**src/rtl/sbp_pkg.sv**
```systemverilog
// Shared constants and controller/datapath interface types for the
// seven-bit packing decoder. No dependencies.
package sbp_pkg;

    localparam int GROUP_SIZE = 7;
    localparam int BYTE_W     = 8;
    localparam int DATA_W     = 7;
    localparam int COUNT_W    = 3;

    typedef struct packed {
        logic store_byte;
        logic start_drain;
        logic emit;
        logic clear_count;
    } sbp_cmd_t;

    typedef struct packed {
        logic group_close;
        logic count_zero;
        logic emit_last;
        logic out_slot_free;
    } sbp_status_t;

endpackage

```
**src/rtl/sbp_ctrl.sv**
```systemverilog
// Controller for the seven-bit packing decoder: collect and drain phases.
// Depends on sbp_pkg.
module sbp_ctrl
    import sbp_pkg::*;
(
    input  logic        clk,
    input  logic        rst_n,
    input  logic        in_valid,
    output logic        in_stall,
    input  sbp_status_t status,
    output sbp_cmd_t    cmd
);

    localparam logic ST_COLLECT = 1'b0;
    localparam logic ST_DRAIN   = 1'b1;

    logic state_reg;
    logic state_next;

    always_ff @(posedge clk or negedge rst_n)
    begin
        if (!rst_n)
        begin
            state_reg <= ST_COLLECT;
        end
        else
        begin
            state_reg <= state_next;
        end
    end

    always_comb
    begin
        state_next = state_reg;
        cmd        = '0;
        in_stall   = 1'b1;
        unique case (state_reg)
            ST_COLLECT:
            begin
                in_stall = 1'b0;
                if (in_valid)
                begin
                    if (!status.group_close)
                    begin
                        cmd.store_byte = 1'b1;
                    end
                    else if (!status.count_zero)
                    begin
                        cmd.start_drain = 1'b1;
                        state_next      = ST_DRAIN;
                    end
                end
            end
            ST_DRAIN:
            begin
                if (status.out_slot_free)
                begin
                    cmd.emit = 1'b1;
                    if (status.emit_last)
                    begin
                        cmd.clear_count = 1'b1;
                        state_next      = ST_COLLECT;
                    end
                end
            end
            default:
            begin
                state_next = ST_COLLECT;
            end
        endcase
    end

endmodule

```
**src/rtl/sbp_datapath.sv**
```systemverilog
// Datapath for the seven-bit packing decoder: group buffer, overflow byte,
// drain index and output register. Depends on sbp_pkg.
module sbp_datapath
    import sbp_pkg::*;
(
    input  logic                clk,
    input  logic                rst_n,
    input  logic [BYTE_W-1:0]   coded_byte,
    input  logic                message_end,
    input  sbp_cmd_t            cmd,
    output sbp_status_t         status,
    output logic [BYTE_W-1:0]   plain_byte,
    output logic                run_end,
    output logic                message_done,
    output logic                out_valid,
    input  logic                out_stall
);

    logic [DATA_W-1:0]  group_reg [GROUP_SIZE];
    logic [COUNT_W-1:0] count_reg;
    logic [COUNT_W-1:0] idx_reg;
    logic [BYTE_W-1:0]  ovf_reg;
    logic               end_reg;
    logic [BYTE_W-1:0]  plain_reg;
    logic               run_end_reg;
    logic               done_reg;
    logic               out_valid_reg;

    logic               emit_last;

    assign emit_last = (idx_reg == COUNT_W'(count_reg - COUNT_W'(1)));

    assign status.group_close   = message_end || (count_reg == COUNT_W'(GROUP_SIZE));
    assign status.count_zero    = (count_reg == '0);
    assign status.emit_last     = emit_last;
    assign status.out_slot_free = !out_valid_reg || !out_stall;

    always_ff @(posedge clk)
    begin
        if (cmd.store_byte)
        begin
            group_reg[count_reg] <= coded_byte[DATA_W-1:0];
        end
        if (cmd.start_drain)
        begin
            ovf_reg <= coded_byte;
            end_reg <= message_end;
        end
        if (cmd.emit)
        begin
            plain_reg   <= {ovf_reg[idx_reg], group_reg[idx_reg]};
            run_end_reg <= emit_last;
            done_reg    <= emit_last && end_reg;
        end
    end

    always_ff @(posedge clk or negedge rst_n)
    begin
        if (!rst_n)
        begin
            count_reg     <= '0;
            idx_reg       <= '0;
            out_valid_reg <= 1'b0;
        end
        else
        begin
            if (cmd.store_byte)
            begin
                count_reg <= COUNT_W'(count_reg + COUNT_W'(1));
            end
            else if (cmd.clear_count)
            begin
                count_reg <= '0;
            end

            if (cmd.start_drain)
            begin
                idx_reg <= '0;
            end
            else if (cmd.emit)
            begin
                idx_reg <= COUNT_W'(idx_reg + COUNT_W'(1));
            end

            if (cmd.emit)
            begin
                out_valid_reg <= 1'b1;
            end
            else if (!out_stall)
            begin
                out_valid_reg <= 1'b0;
            end
        end
    end

    assign plain_byte   = plain_reg;
    assign run_end      = run_end_reg;
    assign message_done = done_reg;
    assign out_valid    = out_valid_reg;

endmodule

```
**src/rtl/seven_bit_packing_decoder_core.sv**
```systemverilog
// Top level of the seven-bit packing decoder: controller plus datapath.
// Depends on sbp_pkg, sbp_ctrl and sbp_datapath.
//
// Usage:
//   Input channel (coded_byte, message_end, in_valid, in_stall): one coded
//   byte per transfer. Data bytes are buffered, up to seven per group; a
//   group's eighth byte, or any byte with message_end set, is its overflow
//   byte and releases the buffered bytes with their top bits restored.
//   Output channel (plain_byte, run_end, message_done, out_valid,
//   out_stall): one restored byte per transfer; run_end marks the last
//   byte released by an input, message_done the last byte of a message.
//   Order: a closing byte moves the controller from collect to drain, and
//   each release is loaded into the output register. A data byte is
//   taken without holding the input; a closing byte with n buffered bytes
//   holds the input while the drain counter walks the group buffer, one
//   output register load per cycle while the output does not stall.
//   Input is taken again while the last released byte still waits in the
//   output register. A closing byte with an empty buffer releases nothing.
//   Reset empties the buffer and the output register. A stall on the
//   output holds the output register and pauses the drain.
module seven_bit_packing_decoder_core
    import sbp_pkg::*;
(
    input  logic              clk,
    input  logic              rst_n,
    input  logic [BYTE_W-1:0] coded_byte,
    input  logic              message_end,
    input  logic              in_valid,
    output logic              in_stall,
    output logic [BYTE_W-1:0] plain_byte,
    output logic              run_end,
    output logic              message_done,
    output logic              out_valid,
    input  logic              out_stall
);

    sbp_cmd_t    cmd;
    sbp_status_t status;

    sbp_ctrl u_ctrl (
        .clk      (clk),
        .rst_n    (rst_n),
        .in_valid (in_valid),
        .in_stall (in_stall),
        .status   (status),
        .cmd      (cmd)
    );

    sbp_datapath u_datapath (
        .clk          (clk),
        .rst_n        (rst_n),
        .coded_byte   (coded_byte),
        .message_end  (message_end),
        .cmd          (cmd),
        .status       (status),
        .plain_byte   (plain_byte),
        .run_end      (run_end),
        .message_done (message_done),
        .out_valid    (out_valid),
        .out_stall    (out_stall)
    );

    a_drain_blocks_input: assert property (@(posedge clk) disable iff (!rst_n)
        cmd.start_drain |=> in_stall)
        else $error("input not held after drain start");

    a_last_emit_reopens: assert property (@(posedge clk) disable iff (!rst_n)
        (cmd.emit && status.emit_last) |=> (!in_stall && out_valid && run_end))
        else $error("final release did not reopen input");

    a_done_implies_run_end: assert property (@(posedge clk) disable iff (!rst_n)
        (out_valid && message_done) |-> run_end)
        else $error("message_done without run_end");

    a_emit_exclusive: assert property (@(posedge clk) disable iff (!rst_n)
        cmd.emit |-> (in_stall && !cmd.store_byte && !cmd.start_drain))
        else $error("release while input open");

endmodule
```
**config.mk**
```make
export PLATFORM = sky130hd
export DESIGN_NAME = seven_bit_packing_decoder_core
export DESIGN_NICKNAME = d
export VERILOG_FILES = /design/src/rtl/sbp_pkg.sv /design/src/rtl/sbp_ctrl.sv /design/src/rtl/sbp_datapath.sv /design/src/rtl/seven_bit_packing_decoder_core.sv
export SDC_FILE = /design/constraint.sdc
export NUM_CORES = 1
export LEC_CHECK = 0
export ABC_AREA = 1
export BUFFER_PORTS_ARGS = -buffer_cell sky130_fd_sc_hd__clkbuf_2
export CAP_MARGIN = 20
export CORE_MARGIN = 5
export CORE_UTILIZATION = 60
export CTS_CLUSTER_DIAMETER = 200
export DETAILED_ROUTE_END_ITERATION = 10
export PLACE_DENSITY = 0.86
export SLEW_MARGIN = 20
export SYNTH_ARGS = -nofsm -noshare
export SYNTH_HDL_FRONTEND = slang
export SYNTH_SLANG_ARGS = --single-unit
export TNS_END_PERCENT = 1
```
**constraint.sdc**
```tcl
create_clock -name clk -period 4.45 [get_ports clk]
set_input_delay 0.6675 -clock clk [delete_from_list [all_inputs] [get_ports clk]]
set_output_delay 0.6675 -clock clk [all_outputs]
set_load 0.01 [all_outputs]
```
==> impl_metrics.py, run 1 <==
metrics = {
    "power": {
        "power_frac_comb_pct": 30.3,
        "switching_share_pct": 36.3,
        "cell_internal_pwr_mw": 1.48,
        "design_power_total_mw": 2.33,
        "vdd_ir_drop_max_v": 0.000290,
        "power_frac_seq_pct": 45.5,
        "power.clock.fraction_pct": 24.3,
        "switching_power_uw": 844,
        "p_leak_nw": 1.32,
        "power-per-cell-area_nw_per_um2": 669,
    },
    "sta": {
        "period_needed_ns": 2.60,
        "final.setup.tns_ns": 0,
        "achievable-frequency_mhz": 385,
        "setup_viol_count_final": 0,
        "worst-slew-pin-transition_ns": 1.03,
        "timing.clock.skew_ns": 0.0153,
        "relSlewSlack_pct": 30.8,
        "final_hold_viol_count": 0,
        "rsz_0062_raised_after_global_routing": "false",
        "timing.final.max_slew_violations": 0,
        "fin_crit_sh_pct": 58.3,
    },
    "critical_path": {
        "path_delay_family": "simple AND/OR/NAND/NOR gates",
        "cell_with_the_biggest_individual_delay_on_the_critical_path": "sky130_fd_sc_hd__nor3_1",
        "critical_path.endpoint_type": "register",
        "crit_chain": "ha_1 -> ha_1 -> or2_1 -> nor2_4 -> nand2_1 -> nor3_1",
        "crit_path_start_kind": "register",
        "worstPathBufferInverterCount": 0,
        "regToRegStartpoint": "u_datapath.count_reg[0]$_DFFE_PN0P_",
        "required_worst_endpoint_ns": 4.43,
        "worst_path_most_repeated_cell": "sky130_fd_sc_hd__ha_1",
        "cp_slowest_stage_delay_ns": 0.83,
        "timing_worst_setup_path_type": "reg2reg",
        "worst_setup_path_startpoint": "u_datapath.count_reg[0]$_DFFE_PN0P_",
        "cp_data_arrival_time_ns": 2.57,
        "critPathMaxFanout": 7,
    },
    "synthesis": {
        "synth-main-ff-cell": "sky130_fd_sc_hd__edfxtp_1",
        "synth_fp_nets": 267,
        "flops_latches_synth": 76,
        "netlist_area_um2": 3120,
        "synth_cell_types": 25,
        "ys_async_rst_share_pct": 10.5,
        "syn_area_per_cell_um2": 12.5,
        "synth_enable_flop_cells": 68,
        "post_synth_inst_count": 249,
        "yosys_warnings": 0,
        "yosysSeqAreaShare_pct": 72.0,
    },
    "drt": {
        "post_drt_via_cell_ratio": 5.67,
        "detail_route.first_pass.iterations": 5,
        "num_vias": 1986,
        "route.antenna.remaining_nets": 0,
        "drt-wirelength-per-cell_um": 17.6,
        "drt_iter0_markers": 299,
        "routed_wl_um": 6140,
        "route.detailed.drc": 0,
    },
    "hold_path": {
        "timing.hold.worst.class": "in2async",
    },
    "clock_network": {
        "cts_max_level": 3,
        "cts_tree": "yes",
        "cts_buffers": 9,
        "post_cts_resize_count": 0,
        "cts_setup_buffers": 0,
        "clock_tree.root_cell": "sky130_fd_sc_hd__clkbuf_8",
        "cts_hold_repair.buffers": 0,
        "clkSinkCount": 76,
        "insertion_delay_ns": 0.35,
        "clkTransAtPathRegs_ns": 0.08,
        "clock_tree.buffer_depth": 2,
    },
    "layout": {
        "layout.cells.most_common_list": "sky130_fd_sc_hd__edfxtp_1 (68), sky130_fd_sc_hd__nand2_1 (48), sky130_fd_sc_hd__clkbuf_2 (24)",
        "postLayoutCellArea_um2": 3480,
        "final_util_pct": 68.5,
        "layout.nets": 293,
        "most_frequent_standard_cell_in_the_layout_excluding_fill_and_tap_cells": "sky130_fd_sc_hd__edfxtp_1",
        "drive_gt1_share_pct": 19.6,
        "antenna_cells_inserted": 0,
        "area_growth_syn_to_layout_pct": 11.6,
        "largest_register_ff_count": 49,
    },
    "global_routing": {
        "grt_usage_pct": 20.5,
        "largest_net_degree_at_the_start_of_global_routing": 29,
        "gr-total-overflow": 0,
        "number_of_global_route_vias_before_repair": 1837,
        "first_pass_grt_wire_length_um": 9460,
        "grt_antenna_before_repair": 0,
    },
    "die": {
        "fp.coreArea_um2": 5070,
        "dieArea_um2": 6730,
        "floorplan.initialDensity_pct": 61.4,
        "dieWidth_um": 82.1,
        "row_count": 26,
        "die_h_um": 82.1,
        "io_pins": 25,
    },
    "run": {
        "cap_violations": 0,
    },
    "run_status": {
        "status": "finished clean",
    },
    "placed_design": {
        "finalWeightedCongestion": 0.790,
        "buffer_ports.inserted": 24,
        "place_hpwl_um": 4080,
        "place_area_um2": 3260,
    },
}
==> cell families (layout without fill, tap and decap cells) <==
group           count (synthesis)  after routing  share of synthesized area [%]
compound gates                 54             54                           9.12
flops                          76             76                           72.0
simple gates                   89             89                           12.9
fa+ha+maj                       5              5                           2.01
buf+inv                        25             56                           3.98
==> Yosys cell counts, drive strengths merged (4+ instances only) <==
| library cell | count | area (um2) |
|---|---|---|
| buf | 8 | 57.6 |
| nand3 | 5 | 35.0 |
| nand2 | 53 | 211 |
| nor2 | 24 | 105 |
| inv | 16 | 62.6 |
| dfrtp | 8 | 200 |
| nor3 | 4 | 20.0 |
| ha | 5 | 62.6 |
| edfxtp | 68 | 2040 |
| o22ai | 9 | 56.3 |
| a21oi | 17 | 85.1 |
| o21ai | 27 | 135 |
==> final timing paths <==
kind / endpoint / slack [ns] / depth (start not counted)
min in group clk: u_datapath.ovf_reg[7]$_DFFE_PP_ / 0.50 / 1
hold / removal: u_datapath.count_reg[2]$_DFFE_PN0P_ / 0.15 / 1
max in group asynchronous: u_datapath.count_reg[0]$_DFFE_PN0P_ / 4.10 / 1
hold reg to reg: u_datapath.count_reg[1]$_DFFE_PN0P_ / 0.54 / 2
setup reg to reg: u_datapath.group_reg[2][2]$_DFFE_PP_ / 1.85 / 6
setup / recovery: u_datapath.group_reg[2][2]$_DFFE_PP_ / 1.85 / 6
==> through the flow <==
step	hold WS, ns	std cells	worst slack, ns
after floorplan	0.372	249	2.26
after global placement	0.516	334	2.03
after detailed placement	0.531	334	1.92
after CTS	0.154	350	1.84
after global routing	0.147	350	1.77
final	0.150	350	1.85
==> layer usage <==
metal	global-route usage [%]	wire length, um	up-vias
li1	-	-	941
met2	30.4	2820	126
met5	0	0	-
met1	27.6	2510	904
met3	7.02	661	15
met4	8.64	149	0
==> cell type report <==
class                           instances  area, um2
Inverter                               16       62.6
Sequential cell                        76       2240
Multi-Input combinational cell        148        749
Clock inverter                          7       90.1
Fill cell                             376       1600
Timing Repair Buffer                   24        120
Tap cell                               70       87.6
Clock buffer                            9        124
==> power by group through the flow <==
stage / Combinational [mW] / Sequential, mW / Clock (mW)
final: 0.704 / 1.06 / 0.564
after global routing: 0.778 / 1.07 / 0.601
after CTS: 0.701 / 1.06 / 0.569
after detailed placement: 0.697 / 1.07 / 0
after global placement: 0.680 / 1.06 / 0
after floorplan: 0.553 / 1.03 / 0
Power figures use the tool's default switching activity.
==> run 2: changes to the inputs <==
CORE_UTILIZATION = 59   (was 60)
PLACE_DENSITY = 0.85   (was 0.86)
clock period = 2.6 ns   (was 4.45 ns; I/O delays follow)
==> run 2 against run 1 <==
  * Setup slack got worse by 1.5 ns
  * Sequential share of layout area decreased by 0.30 points
  * Global-route usage increased by 0.25 points
  * First-iteration DRC count decreased by 11%
  * Non-clock buffer count increased by 8
  * Flip-flop and latch count unchanged
  * Clock-buffer cell count unchanged
  * Worst hold slack improved by 0.073 ns
  * Clock power increased by 35%
  * Critical path type unchanged
==> impl_metrics.py, run 2 (synthesis results as in run 1) <==
metrics = {
    "run_status": {
        "status": "finished clean",
    },
    "sta": {
        "period_needed_ns": 2.22,
        "setup_viol_count_final": 0,
        "worst-slew-pin-transition_ns": 0.583,
        "relSlewSlack_pct": 61.0,
        "achievable-frequency_mhz": 451,
        "timing.clock.skew_ns": 0.0109,
        "fin_crit_sh_pct": 85.3,
        "final_hold_viol_count": 0,
        "fin_worst_hold_slack_ns": 0.223,
        "timing.final.max_slew_violations": 0,
        "final.setup.tns_ns": 0,
        "rsz_0062_raised_after_global_routing": "false",
    },
    "layout": {
        "largest_register_ff_count": 49,
        "area_growth_syn_to_layout_pct": 12.1,
        "antenna_cells_inserted": 0,
        "final_cell_count_no_fill": 358,
        "nFillCells": 361,
        "drive_gt1_share_pct": 21.9,
        "register_area_um2": 2240,
        "layout.cells.most_common_list": "sky130_fd_sc_hd__edfxtp_1 (68), sky130_fd_sc_hd__nand2_1 (48), sky130_fd_sc_hd__clkbuf_2 (24)",
        "layout.nets": 301,
        "area_used_by_multi_input_combinational_logic_um2": 749,
        "most_frequent_standard_cell_in_the_layout_excluding_fill_and_tap_cells": "sky130_fd_sc_hd__edfxtp_1",
        "final_util_pct": 68.4,
    },
    "clock_network": {
        "cts_buffers": 9,
        "clock_tree.root_cell": "sky130_fd_sc_hd__clkbuf_8",
        "insertion_delay_ns": 0.34,
        "cts_tree": "yes",
        "cts_max_level": 3,
        "clock_tree.buffer_depth": 2,
        "cts_setup_buffers": 0,
        "clkTransAtPathRegs_ns": 0.07,
        "clkSinkCount": 76,
    },
    "placed_design": {
        "buffer_ports.inserted": 24,
        "finalWeightedCongestion": 0.883,
        "place_hpwl_um": 4120,
        "dp.cells": 341,
    },
    "die": {
        "floorplan.initialDensity_pct": 61.0,
        "row_count": 26,
        "io_pins": 25,
        "fp.coreArea_um2": 5110,
        "die_h_um": 82.7,
        "dieArea_um2": 6830,
        "dieWidth_um": 82.7,
    },
    "drt": {
        "route.antenna.remaining_nets": 0,
        "route.met3.wl_um": 474,
        "post_drt_via_cell_ratio": 5.53,
        "route.detailed.drc": 0,
        "detail_route.first_pass.iterations": 4,
        "wl_met1_um": 2330,
        "routed_wl_um": 6040,
        "topRoutingLayerUsed": "met4",
        "num_vias": 1979,
        "drt_iter0_markers": 267,
        "drt-wirelength-per-cell_um": 16.9,
        "route.met2.wl_um": 3080,
    },
    "power": {
        "p_leak_nw": 1.34,
        "power.clock.fraction_pct": 20.0,
        "power_frac_comb_pct": 34.6,
        "power_frac_seq_pct": 45.4,
        "cell_internal_pwr_mw": 2.36,
        "vdd_ir_drop_max_v": 0.000568,
        "switching_power_mw": 1.43,
        "power-per-cell-area_nw_per_um2": 1090,
        "switching_share_pct": 37.7,
    },
    "hold_path": {
        "timing.hold.worst.class": "in2reg",
        "min_delay_path_depth": 1,
    },
    "critical_path": {
        "path_delay_family": "simple AND/OR/NAND/NOR gates",
        "critPathMaxFanout": 7,
        "setup.reg_to_reg.worst_slack_ns": 0.38,
        "worstPathBufferInverterCount": 0,
        "crit_chain": "ha_1 -> ha_1 -> or2_1 -> nor2_4 -> nand2_1 -> nor2_1",
        "worst_path_most_repeated_cell": "sky130_fd_sc_hd__ha_1",
        "critical_path.endpoint_type": "register",
        "required_worst_endpoint_ns": 2.58,
        "timing.critical_path.depth": 6,
        "ff2ff_path_depth": 6,
        "cp_slowest_stage_delay_ns": 0.49,
        "timing_worst_setup_path_type": "reg2reg",
        "cell_with_the_biggest_individual_delay_on_the_critical_path": "sky130_fd_sc_hd__nor2_1",
        "crit_path_start_kind": "register",
        "cp_data_arrival_time_ns": 2.20,
    },
    "global_routing": {
        "grt_antenna_before_repair": 0,
        "first_pass_grt_wire_length_um": 9800,
        "grt_usage_pct": 20.7,
        "largest_net_degree_at_the_start_of_global_routing": 29,
        "gr-total-overflow": 0,
        "number_of_global_route_vias_before_repair": 1972,
    },
    "run": {
        "cap_violations": 0,
    },
}
[run 2: cell types whose count changed in the layout (fill, tap and decap cells not counted)]
cell | before | now
sky130_fd_sc_hd__buf_4 | 0 | 7
sky130_fd_sc_hd__bufinv_16 | 2 | 0
sky130_fd_sc_hd__clkinv_1 | 2 | 1
sky130_fd_sc_hd__clkinv_2 | 1 | 3
sky130_fd_sc_hd__clkinv_4 | 1 | 2
sky130_fd_sc_hd__clkinvlp_4 | 0 | 1
sky130_fd_sc_hd__dlygate4sd3_1 | 0 | 1
sky130_fd_sc_hd__inv_6 | 1 | 0
[run 2: what timing repair did]
item | CTS | global route
hold buffers | 1 | 0
endpoints found under the hold margin | 8 | 0
endpoints found under the setup margin | 0 | 0
resized for setup | 0 | 0
[run 2: area by class of cell]
class	count	share of cell area [%]
inverter	16	1.79
tap	70	2.51
clock inverter	7	1.25
timing repair buffer	32	5.23
multi-input combinational	148	21.5
sequential	76	64.2
clock buffer	9	3.55
[run 2: per-stage QoR]
stage,total power [mW],area (um2),setup WS [ns]
4_1_cts,3.82,3490,0.373
5_1_grt,4.06,3490,0.262
2_1_floorplan,2.71,3120,0.415
3_3_place_gp,3.01,3310,0.501
3_5_place_dp,3.07,3310,0.390
6_report,3.79,3490,0.383
[run 2: per-layer routing]
metal | up-vias | track usage (%)
met5 | - | 0
met4 | 0 | 11.8
met3 | 14 | 4.34
met2 | 80 | 34.5
met1 | 938 | 25.1
li1 | 947 | -
[run 2: worst paths after layout]
path                                                     start                              endpoint
setup / recovery           u_datapath.count_reg[0]$_DFFE_PN0P_  u_datapath.group_reg[4][4]$_DFFE_PP_
hold / removal                                   coded_byte[7]       u_datapath.ovf_reg[7]$_DFFE_PP_
setup reg to reg           u_datapath.count_reg[0]$_DFFE_PN0P_  u_datapath.group_reg[4][4]$_DFFE_PP_
hold reg to reg               u_datapath.out_valid$_DFFE_PN0P_      u_datapath.out_valid$_DFFE_PN0P_
max in group asynchronous                                rst_n            u_ctrl.state_reg$_DFF_PN0_
min in group asynchronous                                rst_n     u_datapath.idx_reg[1]$_DFFE_PN0P_
[run 2: power by group through the flow]
| stage | clock network, mW | registers [mW] | logic [mW] |
|---|---|---|---|
| 2_1_floorplan | 0 | 1.76 | 0.947 |
| 3_5_place_dp | 0 | 1.75 | 1.32 |
| 4_1_cts | 0.770 | 1.72 | 1.33 |
| 6_report | 0.759 | 1.72 | 1.31 |
| 5_1_grt | 0.822 | 1.75 | 1.49 |
| 3_3_place_gp | 0 | 1.74 | 1.27 |
